--- src/design/emd_pkg.sv ---
// Shared types and constants of the multi-tap feedback delay.
`timescale 1ns / 1ps
package emd_pkg;

  localparam int unsigned MaxSteps    = 24;
  localparam int unsigned CntW        = 5;
  localparam int unsigned StepSampW   = 17;
  localparam int unsigned GainW       = 16;
  localparam int unsigned MixW        = 17;
  localparam int unsigned CfgIdxW     = 3;
  localparam int unsigned CfgDataW    = 17;
  localparam int unsigned GridW       = 2 * CntW + 1;
  localparam int unsigned DenW        = CntW + 1;
  localparam int unsigned FeedbackMax = 64225;
  localparam int unsigned GainOne     = 65536;

  localparam logic [StepSampW-1:0] StepSampRst = 17'd24000;
  localparam logic [CntW-1:0]      StepCntRst  = 5'd16;
  localparam logic [CntW-1:0]      TapNumRst   = 5'd5;
  localparam logic [CntW-1:0]      TapOffRst   = 5'd0;
  localparam logic [GainW-1:0]     FeedbackRst = 16'd22938;
  localparam logic [MixW-1:0]      MixRst      = 17'd22938;

  typedef enum logic [CfgIdxW-1:0] {
    CfgStepSamples = 3'd0,
    CfgStepCount   = 3'd1,
    CfgTapNumber   = 3'd2,
    CfgTapOffset   = 3'd3,
    CfgFeedback    = 3'd4,
    CfgMix         = 3'd5
  } cfg_index_e;

  typedef enum logic [2:0] {
    StIdle,
    StScan,
    StDrain,
    StDivGo,
    StDivWait,
    StMult,
    StFinish
  } emd_state_e;

  typedef struct packed {
    logic load;
    logic scan;
    logic div_start;
    logic mult;
    logic finish;
  } emd_cmd_t;

  typedef struct packed {
    logic scan_last;
    logic div_done;
    logic out_free;
  } emd_status_t;

endpackage

--- src/design/emd_ctrl.sv ---
// Frame sequencer: scan of the tap grid, division, multiply and write back.
`timescale 1ns / 1ps
module emd_ctrl
  import emd_pkg::*;
(
  input  logic        clk_i,
  input  logic        rst_ni,
  input  logic        in_valid_i,
  output logic        in_ready_o,
  input  emd_status_t status_i,
  output emd_cmd_t    cmd_o
);

  emd_state_e state_q, state_d;

  always_comb begin
    state_d = state_q;
    unique case (state_q)
      StIdle:    if (in_valid_i) state_d = StScan;
      StScan:    if (status_i.scan_last) state_d = StDrain;
      StDrain:   state_d = StDivGo;
      StDivGo:   state_d = StDivWait;
      StDivWait: if (status_i.div_done) state_d = StMult;
      StMult:    state_d = StFinish;
      StFinish:  if (status_i.out_free) state_d = StIdle;
      default:   state_d = StIdle;
    endcase
  end

  always_comb begin
    cmd_o      = '0;
    in_ready_o = 1'b0;
    unique case (state_q)
      StIdle: begin
        in_ready_o = 1'b1;
        cmd_o.load = in_valid_i;
      end
      StScan:   cmd_o.scan = 1'b1;
      StDivGo:  cmd_o.div_start = 1'b1;
      StMult:   cmd_o.mult = 1'b1;
      StFinish: cmd_o.finish = status_i.out_free;
      default: ;
    endcase
  end

  always_ff @(posedge clk_i or negedge rst_ni) begin
    if (!rst_ni) begin
      state_q <= StIdle;
    end else begin
      state_q <= state_d;
    end
  end

endmodule

--- config.mk ---
export PLATFORM = sky130hd
export DESIGN_NAME = emd_ctrl
export DESIGN_NICKNAME = d
export VERILOG_FILES = /design/src/design/emd_pkg.sv /design/src/design/emd_ctrl.sv
export SDC_FILE = /design/constraint.sdc
export NUM_CORES = 1
export LEC_CHECK = 0
export ABC_AREA = 1
export BUFFER_PORTS_ARGS = -buffer_cell sky130_fd_sc_hd__buf_2
export CORE_AREA = 2 2 39 41
export CTS_CLUSTER_SIZE = 40
export DETAILED_ROUTE_END_ITERATION = 7
export DIE_AREA = 0 0 41 43
export PLACE_DENSITY = 0.51
export SYNTH_ARGS = -nofsm -noshare
export SYNTH_HDL_FRONTEND = slang
export SYNTH_SLANG_ARGS = --single-unit
--- constraint.sdc ---
create_clock -name clk_i -period 1.4 [get_ports clk_i]
set_clock_uncertainty 0.05 [all_clocks]
set_input_delay 0.35 -clock clk_i [delete_from_list [all_inputs] [get_ports clk_i]]
set_output_delay 0.35 -clock clk_i [all_outputs]
set_load 0.03 [all_outputs]
# --- Word-level counts from Yosys, hierarchy flattened ---
# Cells that the tools add are included.
classes:
  n_mul: 0
  n_reduce_logical: 2
  addsub: 0
  mux: 11
  div: 0
  bitwise: 0
  shifts: 0
  eq_ne: 10
  n_lt_le_gt_ge: 0
ops:
  columns: ["cell", "n"]
  rows:
  - ["$pmux 3 s7", 1]
  - ["$mux 3", 4]
  - ["$eq 3x3->1 const B", 3]
  - ["$ne 2x2->1 const B", 4]
  - ["$eq 3x2->1 const B", 2]
  - ["$mux 1", 6]
  - ["$reduce_and 4->1", 1]
  - ["$eq 3x1->1 const B", 1]
  - ["$logic_not 3->1", 1]
totals:
  memories: 0
  ff_bits: 3
  mem_bits_ro: 0
  latchBits: 0
  input_bits: 6
  mem_bits_rw: 0
  output_inout_bits: 6
  elab_cells: 24

# --- Depth between registers and ports, before layout ---
# Gate-level depths: netlist (run 1).
logic_depth:
  word_depth: 3
  depth_mapped: 7
  mapped_depth_nobuf: 7

# --- Worst setup path after synthesis (run 1) ---
# OpenSTA, ideal clock, no wires.
synth_timing:
  path_type: "register to output"
  startpoint: "register state_q[2]"
  endpoint: "output port cmd_o[0] (netlist name)"
  path_buffers: 0
  setup_slack_ps: -171
  stages_incl_launch_ff: 3
  t_arrival_ps: 1171
  required_ps: 1000
  cell_sequence: "dfrtp_1 > nand2_1 > nor3_1"
synth_rtl:
  columns: ["element", "line", "source"]
  rows:
  - ["start: declaration", "emd_ctrl.sv:14", "emd_state_e state_q, state_d;"]
  - ["start signal: assignment", "emd_ctrl.sv:48", "state_q <= StIdle;"]
  - ["start signal: assignment", "emd_ctrl.sv:50", "state_q <= state_d;"]
  - ["end: declaration", "emd_ctrl.sv:11", "output emd_cmd_t cmd_o"]

==> impl_metrics.tcl, run 1 <==
set metrics [dict create \
    status "complete, but fails checks" \
    violations "setup timing" \
    dp_cells 73 \
    ys_seq_area_share_pct 29.9 \
    synth.avg_cell_area_um2 5.99 \
    cts_num_sinks 3 \
    place_area_um2 369 \
    synthTopCellsByCount "nand2_1 (15), nor2_1 (7), inv_1 (4), dfrtp_1 (3)" \
    total_power_mw 1.21 \
    cts_max_level 1 \
    power.density_nw_per_um2 2370 \
    fp.dieW_um 41 \
    ff2ff_setup_slack_ns 0.09 \
    hold_viol 0 \
    internal_power_uw 626 \
    yosysTopAreaCellShare_pct 29.9 \
    ant_nets 0 \
    routed_via_density 4.09 \
    r2r-end "state_q[0]" \
    clkSlewWorstSetupHoldPaths_ns 0.04 \
    root_buffer "clkbuf_4" \
    yosysTopAreaCell "dfrtp_1" \
    yosysMostFrequentCell "nand2_1" \
    timing.rr.start "state_q[0]" \
    ys_ff_latch 3 \
    pwr-share-clk_pct 12.3 \
    overflow 0 \
    worst_setup_path_start_kind "register" \
    cts_tree "built" \
    rows 14 \
    die-area_um2 1760 \
    finalCritPeriodShare_pct 107 \
    drc 0 \
    routed_wl_um 686 \
    synth_edf_count 0 \
    fill_cells 154 \
    core_um2 1380 \
    setup_viol 6 \
    max-cap-violations 0 \
    swShare_pct 48.3 \
    crit_path_end_kind "output port" \
    route.detailed.wl_per_inst_um 8.37 \
    synth_flop_cell "dfrtp_1" \
    fin_cells 82 \
    worstPathMaxFanout 4 \
    grt_max_degree 7 \
    n_antenna_cell 0 \
    tightest_slew_ns 0.172 \
    crit_arrival_ns 1.09 \
    ir_worst_vdd_mv 0.949 \
    worst_slack_ns -0.0940 \
    drive_gt1_share_pct 68.2 \
    initial_core_util_pct 18.2 \
    rsz0062_at_grt "yes" \
    worst_ep_required_time_ns 1.00 \
    p_seq_share_pct 17.8 \
    grt_pass1_wl_um 1080 \
    regMostFlops "state_q" \
    largest_reg_flops 3 \
    cts_buffers 3 \
    portBuffers 11 \
    synthTopCellsByArea "dfrtp_1 (30%), nand2_1 (22%), nor2_1 (10%)" \
    finalMaxSlewViolations 0 \
    antenna_found_initial 0 \
    ioPinCount 12 \
    power_frac_comb_pct 69.9 \
    dr_total_vias 335 \
    fmaxAchievable_mhz 669 \
    dieHeight_um 43 \
    area_delta_synth_final_pct 103 \
    nets 73 \
    gp_congestion 0.704 \
    min_path_type "input port to asynchronous set/reset pin" \
    drt_first_pass_iters 1 \
    insertion_delay_ns 0.23 \
    netlist_area_um2 251 \
    reg_top3 "state_q: 3 flops" \
    grt.total_usage_pct 9.05 \
    critPathKind "register to output port" \
    synth_cell_type_count 15 \
    p_leak_nw 0.258 \
    grt_pass1_vias 273 \
    cts_buffer_depth 2 \
    synthesis.instances 42 \
    synthArstFlopShare_pct 100 \
    reg2reg_depth 8 \
    power_switching_uw 585 \
    yosysWarnings 0 \
    syn_nets 48 \
    slew_headroom_pct 88.4 \
    drt_first_iter_violations 0 \
    final_area_um2 512 \
    period_minus_slack_ns 1.49 \
]
[per-stage QoR]
| step | utilization (%) | hold WS [ns] | TNS (ns) | setup slack, ns |
|---|---|---|---|---|
| final | 37.0 | 0.390 | -0.478 | -0.0940 |
| after global routing | 37.0 | 0.396 | -0.831 | -0.151 |
| after CTS | 34.4 | 0.374 | -0.584 | -0.110 |
| after detailed placement | 26.7 | 0.0999 | 0 | 0.0251 |
| after global placement | 26.7 | 0.0991 | 0 | 0.0300 |
| after floorplan | - | 0.00441 | -0.000581 | -0.000581 |
[layer usage]
layer	vias up	share of wire (%)	track usage (%)
li1	175	-	-
met1	152	44	12.0
met2	8	50	12.8
met3	0	5.5	6.28
met4	0	0	0
met5	-	0	0
[repair_timing]
item | 4_1_cts | 5_1_grt
gates cloned | 0 | 0
resized for setup | 16 | 12
buffers inserted | 4 | 1
hold buffers | 1 | 0
setup endpoints to repair | 6 | 9
pin swaps | 2 | 7
hold endpoints to repair | 3 | 0
[worst max path at each step]
stage                 end        from  cells after the start
2_1_floorplan  in_ready_o  state_q[0]                      3
3_3_place_gp     cmd_o[2]  state_q[2]                      4
3_5_place_dp     cmd_o[2]  state_q[2]                      4
4_1_cts          cmd_o[2]  state_q[0]                      5
5_1_grt          cmd_o[0]  state_q[2]                      3
6_report         cmd_o[4]  state_q[0]                      4
[critical path, stage by stage, from the launching register on]
cell and delay [ns]:
dfrtp_2 0.44, nor2_4 0.13, nand2_2 0.08, nor2_4 0.08, buf_6 0.13
[area by class of cell]
type / instances / area (um^2) / share of cell area, %
Multi-Input combinational cell: 31 / 194 / 37.9
Timing Repair Buffer: 20 / 159 / 31.1
Sequential cell: 3 / 78.8 / 15.4
Inverter: 8 / 33.8 / 6.60
Clock buffer: 4 / 26.3 / 5.13
Tap cell: 16 / 20.0 / 3.91
[power groups by stage]
| stage | Sequential (mW) | Combinational [mW] | Clock [mW] |
|---|---|---|---|
| after global placement | 0.182 | 0.607 | 0 |
| after floorplan | 0.182 | 0.407 | 0 |
| after global routing | 0.222 | 0.933 | 0.170 |
| final | 0.216 | 0.847 | 0.149 |
| after detailed placement | 0.181 | 0.608 | 0 |
| after CTS | 0.189 | 0.801 | 0.156 |
[placed cells by master (no fill, tap or decap)]
master and instances:
buf_2 5, dfrtp_2 3, nand3_2 2, clkinvlp_4 1, buf_4 9, clkinv_1 1
nor2_2 1, clkbuf_1 1, clkbuf_4 3, o21ai_2 1, nor3_2 1, inv_1 2
nor2_4 4, dlygate4sd3_1 1, nand2_1 10, inv_2 4, o211ai_1 1, a21oi_1 1
nor2_1 3, o21ai_0 1, nand2_2 6, buf_6 5
[kinds of logic after synthesis]
kind of cell / count (synthesis) / synth area share, %
simple gates: 27 / 47.8
buf+inv: 8 / 13.4
compound gates: 4 / 8.95
flops: 3 / 29.8
(Power assumes the default switching activity.)
==> run 2, diff against run 1 <==
==> constraint.sdc (replaced) <==
create_clock -name clk_i -period 1.4 [get_ports clk_i]
set_clock_uncertainty 0.05 [all_clocks]
set_input_delay 0.21 -clock clk_i [delete_from_list [all_inputs] [get_ports clk_i]]
set_output_delay 0.21 -clock clk_i [all_outputs]
set_load 0.03 [all_outputs]
==> run 2 against run 1 <==
Net effect:
- fmax up 7.7%
- final area down 12%
- setup slack better by 0.11 ns
- sequential share of layout area up 2.1 points
- the flow now finishes without violations
- clock-buffer cell count unchanged
- combinational power down 16%
- clock power up 3%
- die area unchanged
- sequential power about the same
- final cell count down 2.4%
- sequential cell count unchanged
==> impl_metrics.tcl, run 2 (synthesis gave the netlist of run 1 again) <==
set metrics [dict create \
    ant_nets 0 \
    cts_buffers 3 \
    crit_family "flip-flops" \
    multi_input_area_um2 160 \
    reg_top3 "state_q: 3 flops" \
    worst_setup_path_start_kind "register" \
    dr_total_vias 322 \
    route.detailed.wl_per_inst_um 8.40 \
    nets 71 \
    final_area_um2 450 \
    worstPathMaxFanout 5 \
    drt_first_pass_iters 4 \
    crit_path_end_kind "output port" \
    finalCritPeriodShare_pct 99.1 \
    hpwlAfterDp_um 432 \
    critPathKind "register to output port" \
    ioPinCount 12 \
    power_frac_comb_pct 65.7 \
    slew_headroom_pct 87.8 \
    cp_slowest_cell "dfrtp_2" \
    regMostFlops "state_q" \
    fill_cells 154 \
    crit_chain "nor2_2 > nand2_1 > nor2_1 > buf_4" \
    core_um2 1380 \
    min_path_type "input port to register" \
    largest_reg_flops 3 \
    cts_buffer_depth 2 \
    dp_cells 70 \
    fp.dieW_um 41 \
    critical-path-max-stage-delay_ns 0.44 \
    initial_core_util_pct 18.2 \
    pwr-share-clk_pct 14.1 \
    drive_gt1_share_pct 54.7 \
    fin_cells 80 \
    period_minus_slack_ns 1.39 \
    portBuffers 11 \
    rsz0062_at_grt "yes" \
    routed_via_density 4.03 \
    ir_worst_vdd_mv 1.06 \
    status "finished, final reports clean" \
    layout.area.seq_um2 78.8 \
    clkSlewWorstSetupHoldPaths_ns 0.04 \
    grt_pass1_vias 274 \
    internal_power_uw 551 \
    root_buffer "clkbuf_4" \
    hold_viol 0 \
    dieHeight_um 43 \
    max-cap-violations 0 \
    finalMaxSlewViolations 0 \
    p_seq_share_pct 20.2 \
    cts_tree "built" \
    drt_first_iter_violations 4 \
    die-area_um2 1760 \
    n_antenna_cell 0 \
    cts_max_level 1 \
    power.density_nw_per_um2 2400 \
    final_common_cell "nand2_1" \
    final_cell_mix "nand2_1 (14), buf_4 (11), nor2_1 (5), buf_2 (5)" \
    fmaxAchievable_mhz 721 \
    grt.total_usage_pct 9.05 \
    power_switching_uw 532 \
    routed_wl_um 672 \
    antenna_found_initial 0 \
    overflow 0 \
    area_delta_synth_final_pct 79.1 \
    utilization_pct 32.5 \
    worst_ep_required_time_ns 1.14 \
    cts_num_sinks 3 \
    place_area_um2 339 \
    rows 14 \
    grt_pass1_wl_um 1060 \
    crit_arrival_ns 1.13 \
    tightest_slew_ns 0.183 \
    insertion_delay_ns 0.23 \
    setup_viol 0 \
    gp_congestion 0.804 \
    grt_max_degree 9 \
    drc 0 \
    path_buf_inv 1 \
    swShare_pct 49.1 \
    p_leak_nw 0.244 \
]
==> run 2: cell count changes in the layout (fill, tap and decap cells not counted), moves of 3 or more <==
cell	change
nand2_1	+4
buf_6	-4
nor2_4	-3
nand2_2	-4
==> run 2: repair_timing <==
action,in CTS,in global routing
pin swaps,0,1
hold endpoints to repair,3,0
setup buffers,1,4
resized for setup,9,9
endpoints found under the setup margin,6,6
hold buffers,1,0
==> run 2: per-stage QoR <==
stage                     power [mW]  setup TNS (ns)  hold slack, ns  worst slack (ns)
final                           1.08               0           0.232            0.0122
after global routing            1.17         -0.0603           0.267           -0.0414
after CTS                      0.958         -0.0171           0.232          -0.00871
after detailed placement       0.718               0         -0.0416             0.185
after global placement         0.730               0         -0.0396             0.148
after floorplan                0.574        -0.00997          -0.136          -0.00997
==> run 2: worst paths after layout <==
kind,start,end,slack [ns],cells after the start
max,state_q[1],cmd_o[4],0.01,4
min,status_i[2],state_q[0],0.23,4
max reg2reg,state_q[0],state_q[1],0.10,8
min reg2reg,state_q[1],state_q[0],0.59,3
max in group asynchronous,rst_ni,state_q[1],0.93,2
min in group asynchronous,rst_ni,state_q[0],0.26,2
==> run 2: area by class of cell <==
class,count,share of cell area (%)
inverters,8,8.06
flip-flops and latches,3,17.5
repair buffers,18,28.6
multi-input cells,31,35.6
clock buffers,4,5.83
well taps,16,4.44
==> run 2: layer usage <==
| metal | vias to the layer above | share of wire (%) | GRT usage (%) |
|---|---|---|---|
| li1 | 172 | - | - |
| met1 | 144 | 50 | 11.0 |
| met2 | 6 | 47 | 12.8 |
| met3 | 0 | 3.3 | 4.71 |
| met4 | 0 | 0 | 4.00 |
| met5 | - | 0 | 0 |
==> run 2: tightest hold or removal path: stages <==
cell      delay, ns
buf_2          0.08
clkinv_1       0.06
nand3_2        0.08
nand2_1        0.05
==> run 2: power by group through the flow <==
| stage | clock (mW) | sequential, mW | combinational (mW) |
|---|---|---|---|
| 3_3_place_gp | 0 | 0.203 | 0.527 |
| 4_1_cts | 0.160 | 0.212 | 0.586 |
| 5_1_grt | 0.169 | 0.228 | 0.775 |
| 6_report | 0.153 | 0.219 | 0.711 |
| 3_5_place_dp | 0 | 0.200 | 0.519 |
| 2_1_floorplan | 0 | 0.182 | 0.393 |
==> run 3, diff against run 2 <==
--- a/config.mk
+++ b/config.mk
@@ -11,7 +11,8 @@
 export CTS_CLUSTER_SIZE = 40
 export DETAILED_ROUTE_END_ITERATION = 7
 export DIE_AREA = 0 0 41 43
-export PLACE_DENSITY = 0.51
+export HOLD_SLACK_MARGIN = 0.05
+export PLACE_DENSITY = 0.53
 export SYNTH_ARGS = -nofsm -noshare
 export SYNTH_HDL_FRONTEND = slang
 export SYNTH_SLANG_ARGS = --single-unit
==> constraint.sdc (replaced) <==
create_clock -name clk_i -period 1.22 [get_ports clk_i]
set_clock_uncertainty 0.05 [all_clocks]
set_input_delay 0.183 -clock clk_i [delete_from_list [all_inputs] [get_ports clk_i]]
set_output_delay 0.183 -clock clk_i [all_outputs]
set_load 0.03 [all_outputs]
==> run 3 against run 2 <==
Net effect:
- the run now ends with setup timing left
- global-route usage up 0.70 points
- die area unchanged
- utilization rose by 3.5 points
- hold slack got worse by 0.024 ns
- clock power up 14%
- power up 27%
- setup slack got worse by 0.15 ns
- via count down 0.31%
- sequential power increased by 15%
==> impl_metrics.tcl, run 3 (synthesis gave the netlist of run 1 again) <==
set metrics [dict create \
    period_minus_slack_ns 1.36 \
    tightest_slew_ns 0.170 \
    grt_pass1_wl_um 1150 \
    cts_tree "built" \
    dp_cells 73 \
    grt_max_degree 7 \
    clkSlewWorstSetupHoldPaths_ns 0.04 \
    status "complete, but fails checks" \
    crit_path_end_kind "output port" \
    gp_congestion 0.705 \
    min_path_type "input port to register" \
    ioPinCount 12 \
    cts_buffers 3 \
    hp-start "status_i[2]" \
    core_um2 1380 \
    route.detailed.wl_per_inst_um 9.30 \
    grt.total_usage_pct 9.76 \
    n_antenna_cell 0 \
    ff2ff_setup_slack_ns -0.09 \
    total_power_mw 1.37 \
    r2r-end "state_q[2]" \
    regMostFlops "state_q" \
    p_leak_nw 0.249 \
    die-area_um2 1760 \
    worst_setup_path_start_kind "register" \
    drc 0 \
    antenna_found_initial 0 \
    finalCritPeriodShare_pct 111 \
    ant_nets 0 \
    critPathKind "register to output port" \
    finalMaxSlewViolations 0 \
    drt_first_pass_iters 4 \
    timing.rr.start "state_q[2]" \
    cts_max_level 1 \
    fill_cells 156 \
    setup_tns_ns -0.873 \
    reg2reg_depth 8 \
    routed_via_density 4.01 \
    drt_first_iter_violations 4 \
    reg_top3 "state_q: 3 flops" \
    violations "setup timing" \
    nets 71 \
    final_common_cell "nand2_1" \
    overflow 0 \
    final_area_um2 499 \
    worst_ep_required_time_ns 0.99 \
    fin_cells 80 \
    area_delta_synth_final_pct 98.5 \
    root_buffer "clkbuf_4" \
    slew_headroom_pct 88.5 \
    utilization_pct 36.1 \
    multi_input_area_um2 194 \
    grt_pass1_vias 315 \
    ir_worst_vdd_mv 0.743 \
    final_cell_mix "nand2_1 (11), buf_4 (7), nand2_2 (5), buf_2 (5), buf_6 (5)" \
    portBuffers 11 \
    whs_path_depth 4 \
    worstPathMaxFanout 4 \
    place_area_um2 369 \
    rsz0062_at_grt "yes" \
    cts_buffer_depth 2 \
    cts_num_sinks 3 \
    setup_viol 9 \
    fp.dieW_um 41 \
    largest_reg_flops 3 \
    crit_arrival_ns 1.13 \
    drive_gt1_share_pct 65.6 \
    layout.area.seq_um2 78.8 \
    hold_viol 0 \
    rows 14 \
    dieHeight_um 43 \
    min_to "state_q[0]" \
    initial_core_util_pct 18.2 \
    power.density_nw_per_um2 2750 \
    routed_wl_um 744 \
    fmaxAchievable_mhz 735 \
    hpwlAfterDp_um 523 \
    insertion_delay_ns 0.23 \
    worst_slack_ns -0.140 \
    max-cap-violations 0 \
    dr_total_vias 321 \
]
-- run 3: cell count changes in the layout (fill, tap and decap cells not counted), moves of 3 or more --
cell,change
nand2_1,-3
buf_6,+4
nor2_4,+3
nand2_2,+3
buf_4,-4
-- run 3: through the flow --
step | hold slack, ns | setup WS, ns
after floorplan | -0.163 | -0.0136
after global placement | -0.0700 | 0.0474
after detailed placement | -0.0686 | 0.0489
after CTS | 0.206 | -0.123
after global routing | 0.233 | -0.199
final | 0.208 | -0.140
-- run 3: worst max-delay path, stage by stage (launching register included) --
cell and delay [ns]:
dfrtp_2 0.44, buf_6 0.14, nor3_4 0.17, buf_6 0.15
-- run 3: power by group --
group / internal (mW) / total, mW / leakage, nW / switching, mW
logic: 0.406 / 0.945 / 0.200 / 0.539
clock network: 0.123 / 0.175 / 0.0150 / 0.0522
registers: 0.156 / 0.251 / 0.0339 / 0.0957
-- run 3: timing repair --
action                     CTS  global route
buffers inserted             2             0
resized for setup           19            10
hold endpoints to repair     3             0
setup endpoints to repair    6             9
pin swaps                    4             5
hold buffers                 1             0
-- run 3: how the worst max path moves through the flow --
| stage | start | to | slack, ns | depth (start not counted) |
|---|---|---|---|---|
| 2_1_floorplan | state_q[0] | in_ready_o | -0.01 | 3 |
| 5_1_grt | state_q[2] | state_q[2] | -0.20 | 8 |
| 3_5_place_dp | state_q[0] | state_q[2] | 0.05 | 7 |
| 3_3_place_gp | state_q[0] | cmd_o[4] | 0.05 | 4 |
| 6_report | state_q[0] | cmd_o[0] | -0.14 | 3 |
| 4_1_cts | state_q[1] | cmd_o[1] | -0.12 | 4 |
-- run 3: final cells by class --
| class | count | share of cell area [%] |
|---|---|---|
| Inverter | 8 | 7.27 |
| Multi-Input combinational cell | 31 | 38.8 |
| Clock buffer | 4 | 5.26 |
| Sequential cell | 3 | 15.8 |
| Tap cell | 16 | 4.01 |
| Timing Repair Buffer | 18 | 28.8 |
-- run 3: routing by layer --
metal | share of wire [%] | global-route usage (%)
met4 | 0 | 4.00
met1 | 42 | 11.0
met2 | 53 | 15.0
met3 | 4.0 | 4.71
met5 | 0 | 0
